$ cat config.mk
export PLATFORM = sky130hd
export DESIGN_NAME = rcsc_queue
export DESIGN_NICKNAME = d
export VERILOG_FILES = /design/src/rtl/rcsc_pkg.sv /design/src/rtl/rcsc_queue.sv
export SDC_FILE = /design/constraint.sdc
export NUM_CORES = 1
export LEC_CHECK = 0
export BUFFER_PORTS_ARGS = -buffer_cell sky130_fd_sc_hd__buf_4
export CAP_MARGIN = 10
export CORE_MARGIN = 8
export CORE_UTILIZATION = 52
export CTS_CLUSTER_DIAMETER = 120
export DETAILED_ROUTE_END_ITERATION = 16
export HOLD_SLACK_MARGIN = 0.1
export PLACE_DENSITY_LB_ADDON = 0.1
export RECOVER_POWER = 50
export REMOVE_ABC_BUFFERS = 1
export SLEW_MARGIN = 20
export SYNTH_ARGS = -nofsm -noshare
export SYNTH_HDL_FRONTEND = slang
export SYNTH_SLANG_ARGS = --single-unit
export TNS_END_PERCENT = 30
$ cat constraint.sdc
create_clock -name clk -period 3.2 [get_ports clk]
set_input_delay 0.64 -clock clk [delete_from_list [all_inputs] [get_ports clk]]
set_output_delay 0.64 -clock clk [all_outputs]
set_load 0.02 [all_outputs]
$ cat src/rtl/rcsc_pkg.sv
//------------------------------------------------------------------------------
// rcsc_pkg
// Shared types and constants for the RC stick conditioner.
//------------------------------------------------------------------------------
package rcsc_pkg;

  localparam int PULSE_W = 15;
  localparam int CMD_W   = 16;
  localparam logic [PULSE_W-1:0] CENTER_PULSE = 15'd1500;

  // register indexes
  typedef enum logic [2:0] {
    REG_PULSE_MIN  = 3'd0,
    REG_PULSE_MAX  = 3'd1,
    REG_ARM_MARGIN = 3'd2,
    REG_ROLL_LIM   = 3'd3,
    REG_PITCH_LIM  = 3'd4,
    REG_YAW_LIM    = 3'd5,
    REG_THR_LIM    = 3'd6,
    REG_TILT_LIM   = 3'd7
  } reg_idx_t;

  // classified frame handed from front to back
  typedef struct packed {
    logic [PULSE_W-1:0] thr;
    logic [PULSE_W-1:0] rol;
    logic [PULSE_W-1:0] pit;
    logic [PULSE_W-1:0] yaw;
    logic               armed;
    logic               failsafe;
  } frame_t;

  typedef struct packed {
    logic                    armed;
    logic                    failsafe;
    logic signed [CMD_W-1:0] roll;
    logic signed [CMD_W-1:0] pitch;
    logic signed [CMD_W-1:0] yaw;
    logic [PULSE_W-1:0]      thr;
  } result_t;

endpackage

$ cat src/rtl/rcsc_queue.sv
//------------------------------------------------------------------------------
// rcsc_queue
// Two-entry frame queue between front and back.
//------------------------------------------------------------------------------
module rcsc_queue (
  input  logic              clk,
  input  logic              rst,
  input  logic              push,
  input  rcsc_pkg::frame_t  wdata,
  output logic              full,
  input  logic              pop,
  output logic              empty,
  output rcsc_pkg::frame_t  rdata
);

  rcsc_pkg::frame_t mem [2];
  logic wp, rp;
  logic [1:0] cnt;

  assign full  = cnt == 2'd2;
  assign empty = cnt == 2'd0;
  assign rdata = mem[rp];

  always_ff @(posedge clk) begin
    if (push && !full) mem[wp] <= wdata;
  end

  always_ff @(posedge clk) begin
    if (rst) begin
      wp <= 1'b0;
      rp <= 1'b0;
      cnt <= 2'd0;
    end else begin
      if (push && !full) wp <= ~wp;
      if (pop && !empty) rp <= ~rp;
      cnt <= cnt + 2'((push && !full) ? 1 : 0) - 2'((pop && !empty) ? 1 : 0);
    end
  end

  a_cnt: assert property (@(posedge clk) disable iff (rst) cnt <= 2'd2)
    else $error("queue count overflow");

endmodule

==> flow_metrics.py <==
metrics = {
    "grt": {
        "grt_pass1_vias": 2761,
        "grt_pass1_wl_um": 14200,
        "grt_max_degree": 63,
        "track_usage_pct": 14.8,
        "antenna_found_initial": 0,
        "grt_overflow": 0,
    },
    "clocking": {
        "cts_root_buffer": "clkbuf_8",
        "post_cts_buffers": 0,
        "cts-htree-levels": 4,
        "clock_latency_ns": 0.49,
        "ctsLongestPathBuffers": 2,
        "cts_hold_buf": 0,
        "clk_pin_slew_ns": 0.06,
        "numCtsBuffers": 17,
        "cts_sinks": 129,
        "cts_resized": 0,
        "tritoncts": "built",
    },
    "drt": {
        "vias": 2490,
        "drtIter0Drc": 140,
        "viasPerCell": 5.12,
        "drcViolationCount": 0,
        "final_antenna_net_count": 0,
        "drt_pass1_iterations": 4,
        "wl_per_cell_um": 18.6,
        "finalWirelength_um": 9040,
    },
    "timing": {
        "min_period_over_period_pct": 74.1,
        "slew_headroom_pct": -15.8,
        "fin_tns_setup_ns": 0,
        "max_freq_mhz": 422,
        "rsz0062_at_grt": "false",
        "worst_pin_slew_ns": 1.74,
        "hold_viol_final": 0,
        "finalCriticalPeriod_ns": 2.37,
        "setup_viol": 0,
        "clock_skew_ns": 0.00564,
        "drv_slew": 31,
    },
    "worst_setup_path": {
        "start_kind": "flop",
        "crit_type": "flop to flop",
        "end_kind": "flop",
        "cp.arrival_ns": 2.45,
        "path_max_fanout": 30,
        "slowest_delay_ns": 1.25,
        "critPathRequiredTime_ns": 3.28,
        "path_buf_inv": 1,
        "slowest_stage": "clkbuf_1",
        "crit_family": "buffers and inverters",
        "path_cells": "nand2b_2 -> and3_2 -> clkbuf_1",
    },
    "yosys": {
        "synthAdderAreaFrac_pct": 0.532,
        "synth-seq-cells": 129,
        "netlist_area_um2": 4700,
        "synth-simple-area-share_pct": 1.25,
        "synth_top_flop_cell": "edfxtp_1",
        "synthCells": 220,
        "synth_xor_area_share_pct": 0.372,
        "synth.area.top_cells": "edfxtp_1 79%, mux2_2 15%, dfxtp_1 2.1%",
        "syn_area_per_cell_um2": 21.4,
        "yosysWarnings": 0,
        "synth_top_family_by_area": "multiplexers",
        "muxShareOfSynthArea_pct": 14.8,
        "synthTopCellsByCount": "124 x edfxtp_1, 62 x mux2_2, 5 x buf_4, 5 x dfxtp_1, 4 x nor2_1",
        "seq_area_frac_synth_pct": 81.3,
        "synth_cell_types": 21,
        "synth_top_cell_area_share_pct": 79.2,
        "yosys.cell_count.top_type": "edfxtp_1",
        "yosysTopAreaCell": "edfxtp_1",
        "async_flop_share_pct": 0,
        "synth-compound-area-share_pct": 0.372,
        "synth-edff-count": 124,
    },
    "die": {
        "core_um2": 8760,
        "boundaryPins": 130,
        "die_y_um": 111,
        "dieArea_um2": 12300,
        "start_util_pct": 53.7,
        "row_count": 34,
        "fp.dieW_um": 111,
    },
    "pwr": {
        "vdd_drop_max_mv": 0.453,
        "power.density_nw_per_um2": 922,
        "p_leak_nw": 2.38,
    },
    "placement": {
        "portBuffers": 129,
        "dp.final_hpwl_um": 6070,
        "place.gp.congestion": 0.701,
        "placed_area_um2": 5820,
    },
    "flow_run": {
        "max-cap-violations": 1,
    },
    "final_layout": {
        "diodes": 0,
        "areaGrowthSynthToFinish_pct": 35.7,
        "fin_nets": 434,
        "drive_gt1_share_pct": 55.6,
        "final_cell_area_um2": 6380,
    },
    "hold_path": {
        "min_path_type": "input port to flop",
    },
    "outcome": {
        "violations": "max-capacitance violations, max-slew violations",
        "status": "finished with violations",
    },
}
final timing paths:
kind	from	endpoint	slack, ns	cells past startpoint
worst max register to register	cnt[0]	mem[1][33]	0.83	3
worst min-delay path	rst	flop	0.35	2
worst max-delay path	cnt[0]	mem[1][33]	0.83	3
worst min register to register	wp	wp	0.53	2
power by group:
group | switching (W) | internal, W | total [W]
sequential | 0.0000653 | 0.00216 | 0.00222
clock | 0.000671 | 0.00134 | 0.00201
combinational | 0.000899 | 0.000751 | 0.00165
layout by cell type, fill, tap and decap left out, types with 2 or more instances in the layout:
cell type,n
buf_12,2
buf_4,69
bufinv_16,5
clkbuf_1,20
clkbuf_16,16
clkbuf_4,44
clkinv_4,3
clkinvlp_4,3
dfxtp_1,4
edfxtp_1,124
ha_1,2
inv_1,3
mux2_2,62
nor2_1,4
cell type report:
type | count | area, um2
sequential | 129 | 3820
fill | 555 | 2380
tap | 108 | 135
inverter | 4 | 15.0
timing repair buffer | 134 | 960
multi-input combinational | 80 | 817
clock buffer | 18 | 418
clock inverter | 13 | 211
registers in the layout (all words and copies together), names as in the netlist, named ones only:
name,flops
cnt,2
mem,124
rp,1
wp,1
stage by stage:
step	hold WS (ns)	power [W]	setup slack, ns	util, %	cells
after floorplan	0.451	0.00323	0.450	-	213
after global placement	0.482	0.00392	0.943	66.4	455
after detailed placement	0.494	0.00395	0.920	66.4	455
after CTS	0.302	0.00597	0.799	73.6	486
after global routing	0.319	0.00612	0.647	72.8	486
final	0.350	0.00588	0.829	72.8	486
routing by layer:
layer	global-route usage [%]	vias up	part of all wire, %
met2	24.8	89	52
met1	16.0	1236	40
met3	7.20	4	8.3
met5	0	-	0
li1	-	1161	-
met4	5.24	0	0.42
cells by family after synthesis:
family	Yosys count
AOI/OAI and AO/OA	3
xor gates and xnor gates	2
adders and majority gates	2
buffers and inverters	11
DFF	129
muxes	62
and+or+nand+nor	11
Power figures use the tool's default switching activity.
