==> src/rtl/rcsc_pkg.sv <==
//------------------------------------------------------------------------------
// rcsc_pkg
// Shared types and constants for the RC stick conditioner.
//------------------------------------------------------------------------------
package rcsc_pkg;

  localparam int PULSE_W = 15;
  localparam int CMD_W   = 16;
  localparam logic [PULSE_W-1:0] CENTER_PULSE = 15'd1500;

  // register indexes
  typedef enum logic [2:0] {
    REG_PULSE_MIN  = 3'd0,
    REG_PULSE_MAX  = 3'd1,
    REG_ARM_MARGIN = 3'd2,
    REG_ROLL_LIM   = 3'd3,
    REG_PITCH_LIM  = 3'd4,
    REG_YAW_LIM    = 3'd5,
    REG_THR_LIM    = 3'd6,
    REG_TILT_LIM   = 3'd7
  } reg_idx_t;

  // classified frame handed from front to back
  typedef struct packed {
    logic [PULSE_W-1:0] thr;
    logic [PULSE_W-1:0] rol;
    logic [PULSE_W-1:0] pit;
    logic [PULSE_W-1:0] yaw;
    logic               armed;
    logic               failsafe;
  } frame_t;

  typedef struct packed {
    logic                    armed;
    logic                    failsafe;
    logic signed [CMD_W-1:0] roll;
    logic signed [CMD_W-1:0] pitch;
    logic signed [CMD_W-1:0] yaw;
    logic [PULSE_W-1:0]      thr;
  } result_t;

endpackage

==> src/rtl/rcsc_front.sv <==
//------------------------------------------------------------------------------
// rcsc_front
// Accepts frames, tracks failsafe and arming, substitutes the center yaw pulse.
//------------------------------------------------------------------------------
module rcsc_front (
  input  logic                            clk,
  input  logic                            rst,
  input  logic                            push,
  output logic                            full,
  input  logic [rcsc_pkg::PULSE_W-1:0]    throttle_pulse,
  input  logic [rcsc_pkg::PULSE_W-1:0]    roll_pulse,
  input  logic [rcsc_pkg::PULSE_W-1:0]    pitch_pulse,
  input  logic [rcsc_pkg::PULSE_W-1:0]    yaw_pulse,
  input  logic [rcsc_pkg::PULSE_W-1:0]    pulse_min,
  input  logic [rcsc_pkg::PULSE_W-1:0]    pulse_max,
  input  logic [9:0]                      arm_margin,
  input  logic                            q_full,
  output logic                            q_push,
  output rcsc_pkg::frame_t                q_data
);

  logic armed_flag, failsafe_flag;
  logic [16:0] lo_c, hi_up;
  logic signed [17:0] hi_c;
  logic fs_next, arm_go, disarm_go, armed_next;

  assign full   = q_full;
  assign q_push = push && !q_full;

  always_comb begin
    lo_c  = {2'b0, pulse_min} + {7'b0, arm_margin};
    hi_up = {2'b0, pulse_max} + {7'b0, arm_margin};
    hi_c  = $signed({3'b0, pulse_max}) - $signed({8'b0, arm_margin});
    fs_next = failsafe_flag || roll_pulse == '0 || pitch_pulse == '0 || yaw_pulse == '0;
    arm_go = !armed_flag && {2'b0, throttle_pulse} < lo_c && {2'b0, yaw_pulse} < lo_c &&
             {2'b0, pitch_pulse} < lo_c && $signed({3'b0, roll_pulse}) > hi_c;
    disarm_go = armed_flag && {2'b0, throttle_pulse} < lo_c &&
                {2'b0, pitch_pulse} < hi_up && $signed({3'b0, yaw_pulse}) > hi_c &&
                {2'b0, roll_pulse} < lo_c;
    armed_next = arm_go ? 1'b1 : (disarm_go ? 1'b0 : armed_flag);
    q_data.thr = throttle_pulse;
    q_data.rol = roll_pulse;
    q_data.pit = pitch_pulse;
    q_data.yaw = arm_go ? rcsc_pkg::CENTER_PULSE : yaw_pulse;
    q_data.armed = armed_next;
    q_data.failsafe = fs_next;
  end

  always_ff @(posedge clk) begin
    if (rst) begin
      armed_flag <= 1'b0;
      failsafe_flag <= 1'b0;
    end else if (q_push) begin
      armed_flag <= armed_next;
      failsafe_flag <= fs_next;
    end
  end

  a_fs_sticky: assert property (@(posedge clk) disable iff (rst)
    failsafe_flag |=> failsafe_flag) else $error("failsafe cleared");
  a_arm_hold: assert property (@(posedge clk) disable iff (rst)
    !q_push |=> $stable(armed_flag)) else $error("armed changed without frame");
  a_center: assert property (@(posedge clk) disable iff (rst)
    (q_push && !armed_flag && q_data.armed) |-> q_data.yaw == rcsc_pkg::CENTER_PULSE)
    else $error("arming frame without center yaw");

endmodule

==> config.mk <==
export PLATFORM = sky130hd
export DESIGN_NAME = rcsc_front
export DESIGN_NICKNAME = d
export VERILOG_FILES = /design/src/rtl/rcsc_pkg.sv /design/src/rtl/rcsc_front.sv
export SDC_FILE = /design/constraint.sdc
export NUM_CORES = 1
export LEC_CHECK = 0
export BUFFER_PORTS_ARGS = -buffer_cell sky130_fd_sc_hd__buf_2
export CORE_ASPECT_RATIO = 0.8
export CORE_MARGIN = 3
export CORE_UTILIZATION = 53
export DETAILED_ROUTE_END_ITERATION = 10
export PLACE_DENSITY = 0.94
export SLEW_MARGIN = 20
export SYNTH_ARGS = -nofsm -noshare
export SYNTH_HDL_FRONTEND = slang
export SYNTH_SLANG_ARGS = --single-unit
==> constraint.sdc <==
create_clock -name clk -period 5.35 [get_ports clk]
set_clock_uncertainty 0.15 [all_clocks]
set_input_delay 0.535 -clock clk [delete_from_list [all_inputs] [get_ports clk]]
set_output_delay 0.535 -clock clk [all_outputs]
set_load 0.02 [all_outputs]
==> impl_metrics.py <==
metrics = {
    "outcome": {
        "status": "finished, final reports clean",
    },
    "power": {
        "p_comb_share_pct": 91.0,
        "clkPwrFrac_pct": 7.2,
        "switching_power_uw": 486,
        "swShare_pct": 55.0,
        "p_int_uw": 397,
        "seqPwrFrac_pct": 1.8,
        "ir_drop_uv": 156,
        "p_leak_nw": 2.80,
        "p_per_area_mw_per_mm2": 159,
    },
    "logic_synthesis": {
        "ys_types": 70,
        "postSynth.asyncResetShare_pct": 0,
        "ys.flop_type": "dfxtp_1",
        "syn_nets": 820,
        "ys_seq_area_share_pct": 0.865,
        "synth_area_mm2": 0.00463,
        "syn_inst": 595,
        "yosysWarnings": 0,
        "ys_ff_latch": 2,
        "synth-edff-count": 0,
        "syn_area_per_cell_um2": 7.78,
    },
    "clock_network": {
        "clock_latency_ns": 0.22,
        "h-tree-depth": 1,
        "clk_pin_slew_ns": 0.03,
        "clkSinkCount": 2,
        "cts_root_buf": "clkbuf_8",
        "cts_buffers": 3,
        "clk_path_buf_depth": 2,
        "cts_tree": "built",
        "ctsHoldBuffers": 0,
    },
    "grt": {
        "grt_pass1_vias": 5012,
        "grt_max_degree": 15,
        "grt_first_pass_wirelength_um": 24200,
        "antenna_found_initial": 0,
        "grtUsageMet1_pct": 38.2,
        "grtUsageMet2_pct": 51.9,
        "top_usage_layer": "met2",
        "grt_overflow_total": 0,
        "global_route.usage.total_pct": 29.5,
        "use_met3_pct": 3.42,
    },
    "timing": {
        "fin_worst_hold_slack_ns": 0.384,
        "fmax_ghz": 0.193,
        "slew_viol_final": 0,
        "setup_viol_count_final": 0,
        "slew-limit-headroom_pct": 56.0,
        "period_needed_ns": 5.19,
        "worst_pin_slew_ns": 0.655,
        "final_hold_viol_count": 0,
        "worst_slack_ns": 0.159,
        "period_share_pct": 97.0,
    },
    "job": {
        "drv_cap": 0,
    },
    "place": {
        "dpl.hpwl_um": 13200,
        "port_buffers": 167,
        "dp.cells": 820,
        "dpl_worst_slack_ns": -0.322,
        "dpl-instance-area_mm2": 0.00525,
        "gp_congestion": 0.953,
    },
    "final_layout": {
        "fill_cells": 697,
        "antennaDiodeCount": 0,
        "fin_nets": 953,
        "fin_area_mm2": 0.00555,
        "final_common_cell": "buf_2",
        "area_growth_syn_to_layout_pct": 19.9,
        "drive_gt1_share_pct": 32.0,
        "instances_no_fill": 834,
        "multiInputGateArea_mm2": 0.00423,
        "seqCellArea_um2": 40.0,
        "layout_common_cells": "buf_2, ha_1, a21oi_1",
    },
    "critical_path": {
        "arrival_ns": 4.51,
        "cp-end-kind": "output port",
        "required_ns": 4.66,
        "r2r_start": "armed_flag",
        "critPathMaxFanout": 5,
        "worstSetupPathType": "input pin to output port",
        "startpoint_type": "input pin",
        "startpoint": "arm_margin[1]",
    },
    "floorplanning": {
        "die_y_um": 89.6,
        "die_w_um": 110,
        "initial_core_util_pct": 56.4,
        "die_area_mm2": 0.00990,
        "row_count": 29,
        "core_mm2": 0.00820,
        "io_pins": 168,
    },
    "drt": {
        "dr.pass1.iters": 5,
        "ant_nets": 0,
        "num_vias": 5245,
        "vias_per_cell": 6.29,
        "drc": 0,
        "drt_iter0_markers": 457,
        "routedWlPerCell_um": 18.6,
        "wl_um": 15500,
    },
    "hold_path": {
        "hp-start": "rst",
        "min_path_type": "input pin to flop",
    },
}
critical path, stage by stage:
cell and delay (ns):
buf_2 0.16, inv_1 0.10, ha_1 0.30, nor2b_1 0.17
o31a_1 0.33, o2111ai_4 0.26, a21oi_2 0.11, nor4b_2 0.27
xnor2_1 0.23, ha_1 0.31, and4_1 0.22, nand2_1 0.14
nor3_1 0.06, o211a_1 0.26, nor2_2 0.13, a211oi_2 0.07
a211o_2 0.41, nand4_4 0.12, and2_1 0.15, buf_2 0.16
stage by stage:
stage	power, mW	utilization, %	setup TNS [ns]
after floorplan	0.536	-	0
after detailed placement	0.754	64.0	-4.22
after CTS	0.837	65.2	-0.00951
final	0.884	67.7	0
after global placement	0.718	64.0	-2.53
after global routing	0.962	67.7	-0.327
area by class of cell:
class / count / share of cell area, %
Multi-Input combinational cell: 501 / 76.2
Sequential cell: 2 / 0.722
Inverter: 34 / 2.30
Timing Repair Buffer: 186 / 17.6
Clock buffer: 3 / 0.744
Tap cell: 108 / 2.44
sequential cells by signal, indices dropped and copies added, names as in the netlist:
signal,flops
armed_flag,1
failsafe_flag,1
synthesized netlist by cell type (3+ instances only):
| master | instances | share of area, % |
|---|---|---|
| nor4_1 | 11 | 1.5 |
| nor3_1 | 14 | 1.5 |
| o211ai_1 | 7 | 1.1 |
| nand2_1 | 29 | 2.4 |
| o21a_1 | 14 | 2.3 |
| a31oi_1 | 5 | 0.68 |
| inv_1 | 34 | 2.8 |
| a211o_1 | 3 | 0.57 |
| o21bai_1 | 9 | 1.5 |
| clkbuf_1 | 4 | 0.32 |
| and3_1 | 8 | 1.1 |
| buf_4 | 50 | 8.1 |
| nand2b_1 | 18 | 2.4 |
| a21oi_1 | 42 | 4.5 |
| and2_1 | 9 | 1.2 |
| buf_2 | 4 | 0.43 |
| ha_1 | 118 | 32 |
| xor2_1 | 11 | 2.1 |
| nor2_1 | 32 | 2.6 |
| fa_1 | 3 | 1.3 |
| and4_1 | 3 | 0.57 |
| nor2b_1 | 4 | 0.54 |
| a211oi_1 | 11 | 1.8 |
| nand4_1 | 8 | 1.1 |
| a21o_1 | 17 | 2.8 |
| o21ai_0 | 27 | 2.9 |
| nand3_1 | 17 | 1.8 |
| xnor2_1 | 25 | 4.7 |
power by group through the flow:
stage | combinational [mW] | clock, mW | sequential [mW]
CTS | 0.757 | 0.0638 | 0.0158
floorplan | 0.520 | 0 | 0.0158
global placement | 0.702 | 0 | 0.0160
global route | 0.882 | 0.0644 | 0.0159
detailed placement | 0.738 | 0 | 0.0160
finish | 0.804 | 0.0640 | 0.0159
path summary, 6_finish.rpt:
kind	endpoint	slack (ns)	depth (start not counted)
setup / recovery	q_data[15]	0.16	20
hold reg to reg	failsafe_flag	0.42	2
hold / removal	failsafe_flag	0.38	2
setup reg to reg	armed_flag	3.54	5
cells by family after synthesis:
logic type | count (synthesis) | share of synthesized area, %
AOI/OAI and AO/OA | 171 | 26.1
and+or+nand+nor | 165 | 19.1
adders and majority gates | 124 | 33.9
buffers and inverters | 94 | 11.9
xor gates and xnor gates | 39 | 8.16
DFF | 2 | 0.865
repair_timing:
item                                    in CTS  in global routing
pin swaps                                    2                 17
resized for setup                            8                 25
gates cloned                                 1                  1
endpoints found under the setup margin      16                 16
setup buffers                                0                  9
routing by layer:
metal / up-vias / wire length [um]
met2: 302 / 7080
met1: 2440 / 6530
met3: 61 / 1350
li1: 2442 / -
met5: - / 0
met4: 0 / 565
No activity file was read; power rests on OpenSTA's default activity.
