$ cat src/rtl/rcsc_pkg.sv
//------------------------------------------------------------------------------
// rcsc_pkg
// Shared types and constants for the RC stick conditioner.
//------------------------------------------------------------------------------
package rcsc_pkg;

  localparam int PULSE_W = 15;
  localparam int CMD_W   = 16;
  localparam logic [PULSE_W-1:0] CENTER_PULSE = 15'd1500;

  // register indexes
  typedef enum logic [2:0] {
    REG_PULSE_MIN  = 3'd0,
    REG_PULSE_MAX  = 3'd1,
    REG_ARM_MARGIN = 3'd2,
    REG_ROLL_LIM   = 3'd3,
    REG_PITCH_LIM  = 3'd4,
    REG_YAW_LIM    = 3'd5,
    REG_THR_LIM    = 3'd6,
    REG_TILT_LIM   = 3'd7
  } reg_idx_t;

  // classified frame handed from front to back
  typedef struct packed {
    logic [PULSE_W-1:0] thr;
    logic [PULSE_W-1:0] rol;
    logic [PULSE_W-1:0] pit;
    logic [PULSE_W-1:0] yaw;
    logic               armed;
    logic               failsafe;
  } frame_t;

  typedef struct packed {
    logic                    armed;
    logic                    failsafe;
    logic signed [CMD_W-1:0] roll;
    logic signed [CMD_W-1:0] pitch;
    logic signed [CMD_W-1:0] yaw;
    logic [PULSE_W-1:0]      thr;
  } result_t;

endpackage

$ cat src/rtl/rcsc_back.sv
//------------------------------------------------------------------------------
// rcsc_back
// Maps, clamps and deadbands each axis with a shared divider, limits tilt with
// a shared square root and updates the held commands only while armed.
//------------------------------------------------------------------------------
module rcsc_back #(
  parameter int ROLL_DEADBAND     = 16,
  parameter int PITCH_DEADBAND    = 16,
  parameter int YAW_DEADBAND      = 16,
  parameter int THROTTLE_DEADBAND = 16,
  parameter int YAW_TRIM          = 192
) (
  input  logic                         clk,
  input  logic                         rst,
  input  logic                         q_empty,
  output logic                         q_pop,
  input  rcsc_pkg::frame_t             fr,
  input  logic [rcsc_pkg::PULSE_W-1:0] pulse_min,
  input  logic [rcsc_pkg::PULSE_W-1:0] pulse_max,
  input  logic [14:0]                  roll_limit,
  input  logic [14:0]                  pitch_limit,
  input  logic [14:0]                  yaw_limit,
  input  logic [14:0]                  throttle_limit,
  input  logic [14:0]                  tilt_limit,
  output logic                         res_valid,
  input  logic                         res_take,
  output rcsc_pkg::result_t            res
);

  typedef enum logic [3:0] {
    S_IDLE, S_MUL, S_DIV, S_AXIS, S_SQ, S_SQRT, S_TMUL, S_TDIV, S_TNEXT, S_DONE
  } state_t;

  localparam logic [1:0] AX_ROLL  = 2'd0;
  localparam logic [1:0] AX_PITCH = 2'd1;
  localparam logic [1:0] AX_YAW   = 2'd2;
  localparam logic [1:0] AX_THR   = 2'd3;

  state_t state;
  logic [1:0] axis;
  logic [5:0] cnt;
  rcsc_pkg::frame_t f;
  logic signed [16:0] span;
  logic [15:0] uspan;
  logic span_neg;
  logic signed [16:0] dx;
  logic [15:0] rng;
  logic signed [34:0] prod;
  // shared restoring divider: numerator and quotient, remainder, divisor
  logic [33:0] dnum;
  logic [33:0] drem;
  logic [33:0] dden;
  logic dneg;
  logic signed [17:0] val;
  logic signed [16:0] r, p, y;
  logic [14:0] t;
  logic [31:0] sq_s, sq_r, sq_bit;
  logic sel_p;
  logic signed [31:0] tprod;
  logic signed [15:0] roll_hold, pitch_hold, yaw_hold;
  logic [14:0] thr_hold;
  logic armed_q, fs_q;

  logic [14:0] lim_cur;
  logic [rcsc_pkg::PULSE_W-1:0] x_cur;
  logic signed [18:0] mapped;
  logic signed [17:0] lim_s;
  logic [33:0] trial;
  logic signed [18:0] ax_val;
  logic [16:0] ax_mag;
  logic [15:0] db_cur;
  logic signed [17:0] ysub;
  logic signed [33:0] r_sq, p_sq;
  logic [32:0] sq_sum;
  logic [31:0] sq_try;
  logic [15:0] tq;
  logic signed [16:0] tq_s;

  always_comb begin
    unique case (axis)
      AX_ROLL: begin lim_cur = roll_limit; x_cur = f.rol; db_cur = 16'(ROLL_DEADBAND); end
      AX_PITCH: begin lim_cur = pitch_limit; x_cur = f.pit; db_cur = 16'(PITCH_DEADBAND); end
      AX_YAW: begin lim_cur = yaw_limit; x_cur = f.yaw; db_cur = 16'(YAW_DEADBAND); end
      default: begin
        lim_cur = throttle_limit; x_cur = f.thr; db_cur = 16'(THROTTLE_DEADBAND);
      end
    endcase
    lim_s = $signed({3'b0, lim_cur});
    span = $signed({2'b0, pulse_max}) - $signed({2'b0, pulse_min});
    span_neg = span < 0;
    uspan = span_neg ? 16'(-span) : 16'(span);
    trial = {drem[32:0], dnum[33]};
    prod = $signed(dx) * $signed({1'b0, rng});
    tprod = (sel_p ? 32'(p) : 32'(r)) * $signed({17'b0, tilt_limit});
    mapped = (axis == AX_THR) ? 19'(val) : 19'(val) - 19'(lim_s);
    // clamp to the axis range, then drop values inside the deadband
    ax_val = (span == 0) ? ((axis == AX_THR) ? 19'sd0 : -19'(lim_s)) : mapped;
    if (axis == AX_THR) begin
      if (ax_val < 0) ax_val = '0;
    end else if (ax_val < -19'(lim_s)) ax_val = -19'(lim_s);
    if (ax_val > 19'(lim_s)) ax_val = 19'(lim_s);
    ax_mag = 17'(ax_val < 0 ? -ax_val : ax_val);
    if (ax_mag < 17'(db_cur)) ax_val = '0;
    r_sq = 34'(r) * 34'(r);
    p_sq = 34'(p) * 34'(p);
    sq_sum = 33'($unsigned(r_sq)) + 33'($unsigned(p_sq));
    sq_try = sq_r + sq_bit;
    tq = {dnum[14:0], trial >= dden};
    tq_s = dneg ? -$signed({1'b0, tq}) : $signed({1'b0, tq});
    ysub = 18'(y) - 18'(YAW_TRIM);
  end

  assign q_pop = (state == S_IDLE) && !q_empty && !res_valid;

  always_ff @(posedge clk) begin
    if (rst) begin
      state <= S_IDLE;
      res_valid <= 1'b0;
      roll_hold <= '0; pitch_hold <= '0; yaw_hold <= '0; thr_hold <= '0;
      armed_q <= 1'b0; fs_q <= 1'b0;
      axis <= '0; cnt <= '0;
    end else begin
      if (res_valid && res_take) res_valid <= 1'b0;
      unique case (state)
        S_IDLE: if (q_pop) begin
          f <= fr; axis <= AX_ROLL; state <= S_MUL;
        end
        S_MUL: begin
          dx <= $signed({2'b0, x_cur}) - $signed({2'b0, pulse_min});
          rng <= (axis == AX_THR) ? {1'b0, lim_cur} : {lim_cur, 1'b0};
          cnt <= 6'd0;
          if (span == 0) begin
            val <= '0;
            state <= S_AXIS;
            dneg <= 1'b0;
          end else begin
            state <= S_SQ; // multiply step
          end
        end
        S_SQ: begin
          // product, then load divider
          dneg <= (prod < 0) != span_neg;
          dnum <= 34'(prod < 0 ? -prod : prod) + 34'(uspan >> 1);
          dden <= {18'b0, uspan};
          drem <= '0;
          cnt <= 6'd0;
          state <= S_DIV;
        end
        S_DIV: begin
          if (trial >= dden) begin
            drem <= trial - dden;
            dnum <= {dnum[32:0], 1'b1};
          end else begin
            drem <= trial;
            dnum <= {dnum[32:0], 1'b0};
          end
          cnt <= cnt + 6'd1;
          if (cnt == 6'd33) state <= S_TNEXT;
        end
        S_TNEXT: begin
          val <= dneg ? -$signed(18'(dnum[17:0])) : $signed(18'(dnum[17:0]));
          if (dnum[33:17] != '0) val <= dneg ? -18'sd65535 : 18'sd65535;
          state <= S_AXIS;
        end
        S_AXIS: begin
          unique case (axis)
            AX_ROLL:  r <= 17'(ax_val);
            AX_PITCH: p <= 17'(ax_val);
            AX_YAW:   y <= 17'(ax_val);
            default:  t <= 15'(ax_val);
          endcase
          if (axis == AX_THR) begin
            state <= S_SQRT;
            sq_bit <= 32'h4000_0000;
            sq_r <= '0;
            sel_p <= 1'b0;
            cnt <= '0;
          end else begin
            axis <= axis + 2'd1;
            state <= S_MUL;
          end
        end
        S_SQRT: begin
          if (cnt == 6'd0) begin
            if (sq_sum <= 33'({17'b0, tilt_limit} * {17'b0, tilt_limit})) state <= S_DONE;
            else sq_s <= 32'(sq_sum);
            cnt <= 6'd1;
          end else if (sq_bit == 0) begin
            state <= S_TMUL;
          end else begin
            if (sq_s >= sq_try) begin
              sq_s <= sq_s - sq_try;
              sq_r <= (sq_r >> 1) + sq_bit;
            end else sq_r <= sq_r >> 1;
            sq_bit <= sq_bit >> 2;
          end
        end
        S_TMUL: begin
          dneg <= tprod < 0;
          dnum <= 34'(tprod < 0 ? -tprod : tprod);
          dden <= {2'b0, sq_r};
          drem <= '0;
          cnt <= 6'd0;
          state <= S_TDIV;
        end
        S_TDIV: begin
          if (trial >= dden) begin
            drem <= trial - dden;
            dnum <= {dnum[32:0], 1'b1};
          end else begin
            drem <= trial;
            dnum <= {dnum[32:0], 1'b0};
          end
          cnt <= cnt + 6'd1;
          if (cnt == 6'd33) begin
            // take the last quotient bit straight from this step
            if (sel_p) begin
              p <= tq_s;
              state <= S_DONE;
            end else begin
              r <= tq_s;
              sel_p <= 1'b1;
              state <= S_TMUL;
            end
          end
        end
        S_DONE: begin
          if (f.armed) begin
            roll_hold <= 16'(r); pitch_hold <= 16'(p); thr_hold <= t;
            yaw_hold <= (ysub < -18'sd32768) ? -16'sd32768 : 16'(ysub);
          end
          armed_q <= f.armed; fs_q <= f.failsafe;
          res_valid <= 1'b1;
          state <= S_IDLE;
        end
        default: state <= S_IDLE;
      endcase
    end
  end

  assign res.armed = armed_q;
  assign res.failsafe = fs_q;
  assign res.roll = roll_hold;
  assign res.pitch = pitch_hold;
  assign res.yaw = yaw_hold;
  assign res.thr = thr_hold;

  a_pop_idle: assert property (@(posedge clk) disable iff (rst)
    q_pop |-> state == S_IDLE) else $error("pop while busy");
  a_res_hold: assert property (@(posedge clk) disable iff (rst)
    (res_valid && !res_take) |=> res_valid && $stable(roll_hold))
    else $error("result lost");
  a_disarm_hold: assert property (@(posedge clk) disable iff (rst)
    (state == S_DONE && !f.armed) |=> $stable(roll_hold))
    else $error("hold changed while disarmed");

endmodule

$ cat config.mk
export PLATFORM = sky130hd
export DESIGN_NAME = rcsc_back
export DESIGN_NICKNAME = d
export VERILOG_FILES = /design/src/rtl/rcsc_pkg.sv /design/src/rtl/rcsc_back.sv
export SDC_FILE = /design/constraint.sdc
export NUM_CORES = 2
export LEC_CHECK = 0
export BUFFER_PORTS_ARGS = -buffer_cell sky130_fd_sc_hd__buf_2
export CORE_ASPECT_RATIO = 0.5
export CORE_MARGIN = 1
export CORE_UTILIZATION = 40
export CTS_CLUSTER_DIAMETER = 60
export DETAILED_ROUTE_END_ITERATION = 12
export PLACE_DENSITY = 0.53
export SKIP_CTS_REPAIR_TIMING = 1
export SYNTH_ARGS = -nofsm -noshare
export SYNTH_HDL_FRONTEND = slang
export SYNTH_SLANG_ARGS = --single-unit
$ cat constraint.sdc
create_clock -name clk -period 14.3 [get_ports clk]
set_input_delay 0.715 -clock clk [delete_from_list [all_inputs] [get_ports clk]]
set_output_delay 0.715 -clock clk [all_outputs]
set_load 0.05 [all_outputs]
==> reports/metrics.cfg <==
[worst_setup_path]
worstSetupPathType=register to register
crit_family=compound AO/OA/AOI/OAI gates
path_max_fanout=34
cp_num_buf_inv=4
end_kind=register
cp-start-kind=register
slowest_stage=a31oi_1
crit_required_ps=14700
ff2ff_setup_slack_ps=2000
cp_common_cell=ha_1
slowest_delay_ps=670
cp.arrival_ps=12710

[layout]
fillCellCount=18300
nets=10300
drive_gt1_share_pct=6.42
final_common_cell=inv_1
final_cell_mix=1462 x inv_1, 1177 x fa_1, 952 x nand2_1
syn2layout_area_growth_pct=7.72

[placement]
portBuffers=237
gp_congestion=0.928
hpwl_um=180000

[clock_tree]
cts_tree=built
clock-root-buffer=clkbuf_16
clockBufferDepth=3
insertion_delay_ps=690
path_clk_slew_ps=60
htree_levels=2
numClockSinks=437
cts_buffers=52

[logic_synthesis]
synth_edf_count=359
ys_seq_area_share_pct=16.5
ys_types=99
ys_ff_latch=437
netlist_instances=8171
synth_nets=10200
syn-cell-area_um2=74700
ys_warn_count=0
async_reset_ff_share_pct=0
synthFlopType=edfxtp_1
syn_area_per_cell_um2=9.14

[sta]
finalClockSkew_ps=37.9
tightest_slew_ps=1340
rsz0062_at_grt=false
finalSetupTns_ps=0
whs_ps=195
final-max-slew-violation-count=0
max_freq_ghz=0.0813
finalCritPeriodShare_pct=86.0
min_period_ps=12300
setup_violations=0
finalHoldViolCount=0
slew_headroom_pct=10.2

[grt]
grt.overflow.total=0
grt_first_pass_wirelength_um=349000
grt_pass1_vias=57600
grt_start_max_net_pins=64
grtUsageTotal_pct=24.1
antenna_found_initial=23

[job]
cap_violations=0

[route]
drt_wl_total_um=224000
dr.pass1.iters=6
wl_per_cell_um=20.7
via_per_inst=5.21
drtIter0Drc=4025
drc_errors=0
detail-route-antenna-nets=0
num_vias=56200

[floorplan]
start_util_pct=40.5
dieHeight_um=308
rows=111
die_x_um=613
core_um2=184000
die_area_um2=189000
ios=238

[outcome]
status=finished, final reports clean

[hold_path]
hold_path.class=input port to register

-- stage by stage --
stage	instance area [um^2]	utilization [%]	worst slack, ps	instances
2_1_floorplan	74700	-	2090	8171
3_3_place_gp	78600	42.7	2460	10700
3_5_place_dp	78600	42.7	2270	10700
4_1_cts	80400	43.6	2220	10800
5_1_grt	80400	43.7	1180	10800
6_report	80500	43.7	2000	10800
-- state kept, by name, summed over array words and instances (netlist names), 17 cells and up --
register / count
y: 17
f: 62
drem: 33
r: 17
p: 17
val: 18
dden: 32
sq_r: 32
dnum: 34
sq_s: 32
-- final timing paths --
kind | cells past startpoint | start | endpoint
worst max-delay path | 41 | axis[0] | r[14]
worst min-delay path | 1 | fr[37] | f[37]
worst max register to register | 41 | axis[0] | r[14]
worst min register to register | 2 | pitch_hold[10] | pitch_hold[10]
-- cells in the mapped netlist (14+ instances only) --
| library cell | number | area, um^2 |
|---|---|---|
| o31ai_1 | 49 | 368 |
| a22oi_1 | 46 | 345 |
| o21bai_1 | 42 | 315 |
| and2_1 | 416 | 2600 |
| nor4_1 | 26 | 163 |
| ha_1 | 672 | 8410 |
| nor2b_1 | 85 | 532 |
| or3_1 | 39 | 244 |
| nand4_1 | 41 | 257 |
| edfxtp_1 | 359 | 10800 |
| o21a_1 | 39 | 293 |
| a222oi_1 | 22 | 220 |
| a31o_2 | 22 | 193 |
| and3_1 | 56 | 350 |
| o21ai_0 | 229 | 1150 |
| clkbuf_1 | 274 | 1030 |
| dfxtp_1 | 78 | 1560 |
| fa_1 | 1177 | 23600 |
| a31oi_1 | 71 | 444 |
| mux2i_1 | 17 | 170 |
| or2_2 | 24 | 150 |
| a21oi_1 | 383 | 1920 |
| o211ai_1 | 28 | 210 |
| a211oi_1 | 41 | 308 |
| inv_1 | 1462 | 5490 |
| a21o_1 | 93 | 698 |
| a211o_1 | 14 | 123 |
| nand2b_1 | 69 | 432 |
| or4_1 | 14 | 105 |
| xnor2_1 | 253 | 2220 |
| a21boi_0 | 28 | 210 |
| nor2_1 | 444 | 1670 |
| nand3b_1 | 14 | 105 |
| nor3b_1 | 15 | 113 |
| nand3_1 | 84 | 420 |
| xor2_1 | 161 | 1410 |
| buf_1 | 14 | 52.6 |
| nor3_1 | 95 | 475 |
| nand2_1 | 953 | 3580 |
| mux2_2 | 20 | 225 |
-- cell type report --
cell class	instances	area (um^2)	area share, %
timing repair buffer	334	1920	2.38
tap	2486	3110	3.87
sequential	437	12300	15.3
multi-input combinational	5957	55700	69.3
clock buffer	58	1350	1.68
antenna	9	22.5	0.0280
clock inverter	38	449	0.558
inverter	1474	5530	6.88
-- layer usage --
layer	vias up	part of all wire (%)	track usage, %	wire length (um)
met2	1364	44	37.8	98800
met1	28100	48	35.8	108000
met4	6	2.0	4.71	4460
met3	193	5.7	2.88	12700
li1	26500	-	-	-
met5	-	0.016	0	36
-- cells by family (layout without fill, tap and decap cells) --
family                   Yosys count  in the layout  share of synthesized area [%]
AND/OR/NAND/NOR                 2412           2412                           15.5
adder cells (fa/ha/maj)         1852           1852                           42.8
buffers and inverters           1777           1904                           9.01
AO/OA/AOI/OAI                   1239           1239                           10.7
flip-flops                       437            437                           16.5
XOR/XNOR                         414            414                           4.85
multiplexers                      40             40                          0.585
other                              0              9                              0
Power is not shown: default switching activity piles up to over one toggle a cycle in this logic, so the estimate is an artifact.
